File: config.mk
export PLATFORM = sky130hd
export DESIGN_NAME = lis_ctrl
export DESIGN_NICKNAME = d
export VERILOG_FILES = /design/src/rtl/lis_pkg.sv /design/src/rtl/lis_ctrl.sv
export SDC_FILE = /design/constraint.sdc
export NUM_CORES = 1
export LEC_CHECK = 0
export ABC_AREA = 1
export ABC_CLOCK_PERIOD_IN_PS = 800
export BUFFER_PORTS_ARGS = -buffer_cell sky130_fd_sc_hd__buf_2
export CORE_AREA = 2 2 39 41
export CTS_CLUSTER_SIZE = 40
export DETAILED_ROUTE_END_ITERATION = 10
export DIE_AREA = 0 0 41 43
export GPL_ROUTABILITY_DRIVEN = 1
export GPL_TIMING_DRIVEN = 0
export PLACE_DENSITY = 0.36
export SETUP_SLACK_MARGIN = 0.15
export SYNTH_ARGS = -nofsm -noshare
export SYNTH_HDL_FRONTEND = slang
export SYNTH_SLANG_ARGS = --single-unit
File: constraint.sdc
create_clock -name clock -period 0.8 [get_ports clock]
set_clock_uncertainty 0.05 [all_clocks]
set_input_delay 0.16 -clock clock [delete_from_list [all_inputs] [get_ports clock]]
set_output_delay 0.16 -clock clock [all_outputs]
set_load 0.02 [all_outputs]
File: src/rtl/lis_pkg.sv
// lis_pkg: shared widths and controller/datapath command and status types
// for the longest increasing subsequence unit. No dependencies.
`default_nettype none

package lis_pkg;

   localparam int VALUE_W     = 32;
   localparam int LEN_W       = 11;
   localparam int RSP_DATA_W  = ((2 * LEN_W + 7) / 8) * 8;

   typedef struct packed {
      logic load;
      logic probe;
      logic compare;
      logic commit;
   } ctrl_cmd_type;

   typedef struct packed {
      logic search_open;
      logic rsp_free;
   } dp_status_type;

endpackage

`default_nettype wire

File: src/rtl/lis_ctrl.sv
// lis_ctrl: sequencer for one item: accept, binary search probes, commit.
// Depends on lis_pkg for the command and status types.
`default_nettype none

module lis_ctrl (
   input  wire logic                  clock,
   input  wire logic                  reset,
   input  wire logic                  req_tvalid,
   output logic                       req_tready,
   input  wire lis_pkg::dp_status_type status,
   output lis_pkg::ctrl_cmd_type      cmd
);
   import lis_pkg::*;

   localparam logic [1:0] ST_IDLE    = 2'd0;
   localparam logic [1:0] ST_PROBE   = 2'd1;
   localparam logic [1:0] ST_COMPARE = 2'd2;
   localparam logic [1:0] ST_COMMIT  = 2'd3;

   logic [1:0] state_ff;
   logic [1:0] state_in;

   assign req_tready = (state_ff == ST_IDLE);

   always_comb begin
      state_in = state_ff;
      cmd      = '0;
      unique case (state_ff)
         ST_IDLE: begin
            if (req_tvalid) begin
               cmd.load = 1'b1;
               state_in = ST_PROBE;
            end
         end
         ST_PROBE: begin
            if (status.search_open) begin
               cmd.probe = 1'b1;
               state_in  = ST_COMPARE;
            end else begin
               state_in = ST_COMMIT;
            end
         end
         ST_COMPARE: begin
            cmd.compare = 1'b1;
            state_in    = ST_PROBE;
         end
         ST_COMMIT: begin
            if (status.rsp_free) begin
               cmd.commit = 1'b1;
               state_in   = ST_IDLE;
            end
         end
         default: begin
            state_in = ST_IDLE;
         end
      endcase
   end

   always_ff @(posedge clock) begin
      if (reset) begin
         state_ff <= ST_IDLE;
      end else begin
         state_ff <= state_in;
      end
   end

endmodule

`default_nettype wire

==> flow_summary.ini <==
[final_layout]
num_antenna_cells = 0
nNetsFinal = 38
fill_cells = 148
drive_gt1_share_pct = 81.25
fin_area_um2 = 301.5
ff_latch_area_um2 = 47.55
largest_reg_flops = 2
fin_util_pct = 21.79
multi_input_area_um2 = 102.6
regMostFlops = state_ff
top_regs = state_ff x2
area_growth_pct = 180.2

[power]
finalPower_w = 0.0005287
p_leak_nw = 0.1404
vdd_drop_max_mv = 0.5671
power_density_nw_per_um2 = 1753

[global_routing]
grt_pass1_wl_um = 524
overflow = 0
grt_pass1_vias = 115
antenna_found_initial = 0
grt_max_degree = 7
globalRouteTotalUtil_pct = 5.110

[routing]
num_vias = 156
antenna_left = 0
routed_wl_um = 379
dr.pass1.iters = 1
routedWlPerCell_um = 7.896
first_iter_violations = 0
viasPerCell = 3.250
drc = 0

[timing]
timing.final.ws_setup_ns = -0.3296
tns_ns = -1.647
fin_crit_sh_pct = 141.2
fmax_mhz = 885.2
rsz0062_at_grt = yes
slew-limit-headroom_pct = 89.22
min_period_ns = 1.130
worst_pin_slew_ns = 0.1616
finalSetupViolCount = 6
drv_slew = 0
hold_viol_final = 0

[flow_run]
maxCapViolCount = 0

[placement]
hpwl_um = 253.5
port_buffers = 9
placed_area_um2 = 198.9
globalplace.congestion = 0.5710
place_ws_ns = -0.1558

[logic_synthesis]
ys_ff_latch = 2
syn_area_um2 = 107.6
synthCells = 18
synthDistinctLibCells = 9
synth_fp_nets = 23
seq_area_frac_synth_pct = 37.21
ys.warnings.count = 0
syn_area_per_cell_um2 = 5.978

[setup_path]
critical_path_arrival_ns = 0.92
criticalPathCategory = flip-flop to primary output
required_ns = 0.59
end_kind = primary output
cp-start-kind = flip-flop
worstPathMaxFanout = 5

[cts]
cts_buffers = 3
ctsHoldBuffers = 0
clk_path_buf_depth = 2
numClockSinks = 2
htreeDepth = 1
clk_pin_slew_ns = 0.03
cts_root_buf = clkbuf_4
clk-insertion-delay-late_ns = 0.23
cts_tree = built

[floorplanning]
die_w_um = 41
core-area_um2 = 1384
dieArea_um2 = 1763
start_util_pct = 7.776
ios = 10
die_h_um = 43
num_rows = 14

[min_path]
hold_class = primary input to flip-flop

[status]
violations = setup timing
status = complete, but fails checks
## critical path, cell delays in order (launching register included)
cell and delay (ns):
dfxtp_4 0.41, inv_4 0.06, nand3_4 0.07, inv_2 0.04, buf_6 0.12
## synthesized netlist by cell type
master / n / area share (%)
dfxtp_1: 2 / 37
inv_2: 2 / 7.0
nor2_1: 2 / 7.0
nor3_1: 1 / 4.6
nand2_1: 4 / 14
nand3_1: 2 / 9.3
nor2_2: 1 / 5.8
inv_1: 3 / 10
a21oi_1: 1 / 4.6
## metal layers
metal	global-route usage (%)	vias to the layer above	routed length, µm	part of all wire (%)
li1	-	81	-	-
met1	6.070	65	173	46
met2	3.750	10	141	37
met3	5.759	0	65	17
met4	6.000	0	0	0
met5	0	-	0	0
## stage by stage
stage	hold WS, ns	instances
detailed placement	0.3016	43
global route	0.1007	48
global placement	0.3036	43
finish	0.1085	48
floorplan	0.1936	18
CTS	0.07378	47
## worst paths after layout
| path | startpoint | slack (ns) | cells after the start | to |
|---|---|---|---|---|
| worst max-delay path | state_ff[1] | -0.33 | 4 | cmd[2] |
| worst min-delay path | status[0] | 0.11 | 2 | state_ff[1] |
| worst max register to register | state_ff[0] | -0.09 | 4 | state_ff[0] |
| worst min register to register | state_ff[1] | 0.48 | 1 | state_ff[1] |
## final cells by class
type / instances / area share, %
Timing Repair Buffer: 10 / 27.80
Tap cell: 16 / 6.639
Clock buffer: 4 / 8.714
Inverter: 5 / 7.054
Sequential cell: 2 / 15.77
Multi-Input combinational cell: 11 / 34.02
## kinds of logic (layout without fill, tap and decap cells)
| group | Yosys count | count (layout) | synth area share (%) |
|---|---|---|---|
| flops | 2 | 2 | 37.21 |
| simple gates | 10 | 10 | 40.70 |
| compound gates | 1 | 1 | 4.647 |
| buf+inv | 5 | 19 | 17.44 |
## cells in the final DEF (no fill, tap or decap)
| cell | n |
|---|---|
| buf_2 | 4 |
| nor3_4 | 1 |
| clkbuf_4 | 3 |
| nand2_2 | 1 |
| inv_4 | 1 |
| nand3_4 | 2 |
| a21oi_1 | 1 |
| nand2_1 | 3 |
| buf_6 | 5 |
| nor2_4 | 2 |
| inv_2 | 3 |
| clkbuf_1 | 1 |
| inv_1 | 1 |
| nor2_2 | 1 |
| dfxtp_4 | 2 |
| buf_4 | 1 |
## what timing repair did
item                                   4_1_cts  5_1_grt
setup buffers                                0        1
endpoints found under the hold margin        0        0
pin swaps                                    4        4
gates resized for setup                     12        6
setup endpoints to repair                    7        7
## power breakdown
part	switching, W	internal (W)	leakage (nW)
registers	0.0000333	0.000110	0.0178
logic	0.0000672	0.0000698	0.108
clock network	0.0000633	0.000186	0.0150
total	0.000164	0.000365	0.140
(Power assumes the default switching activity.)
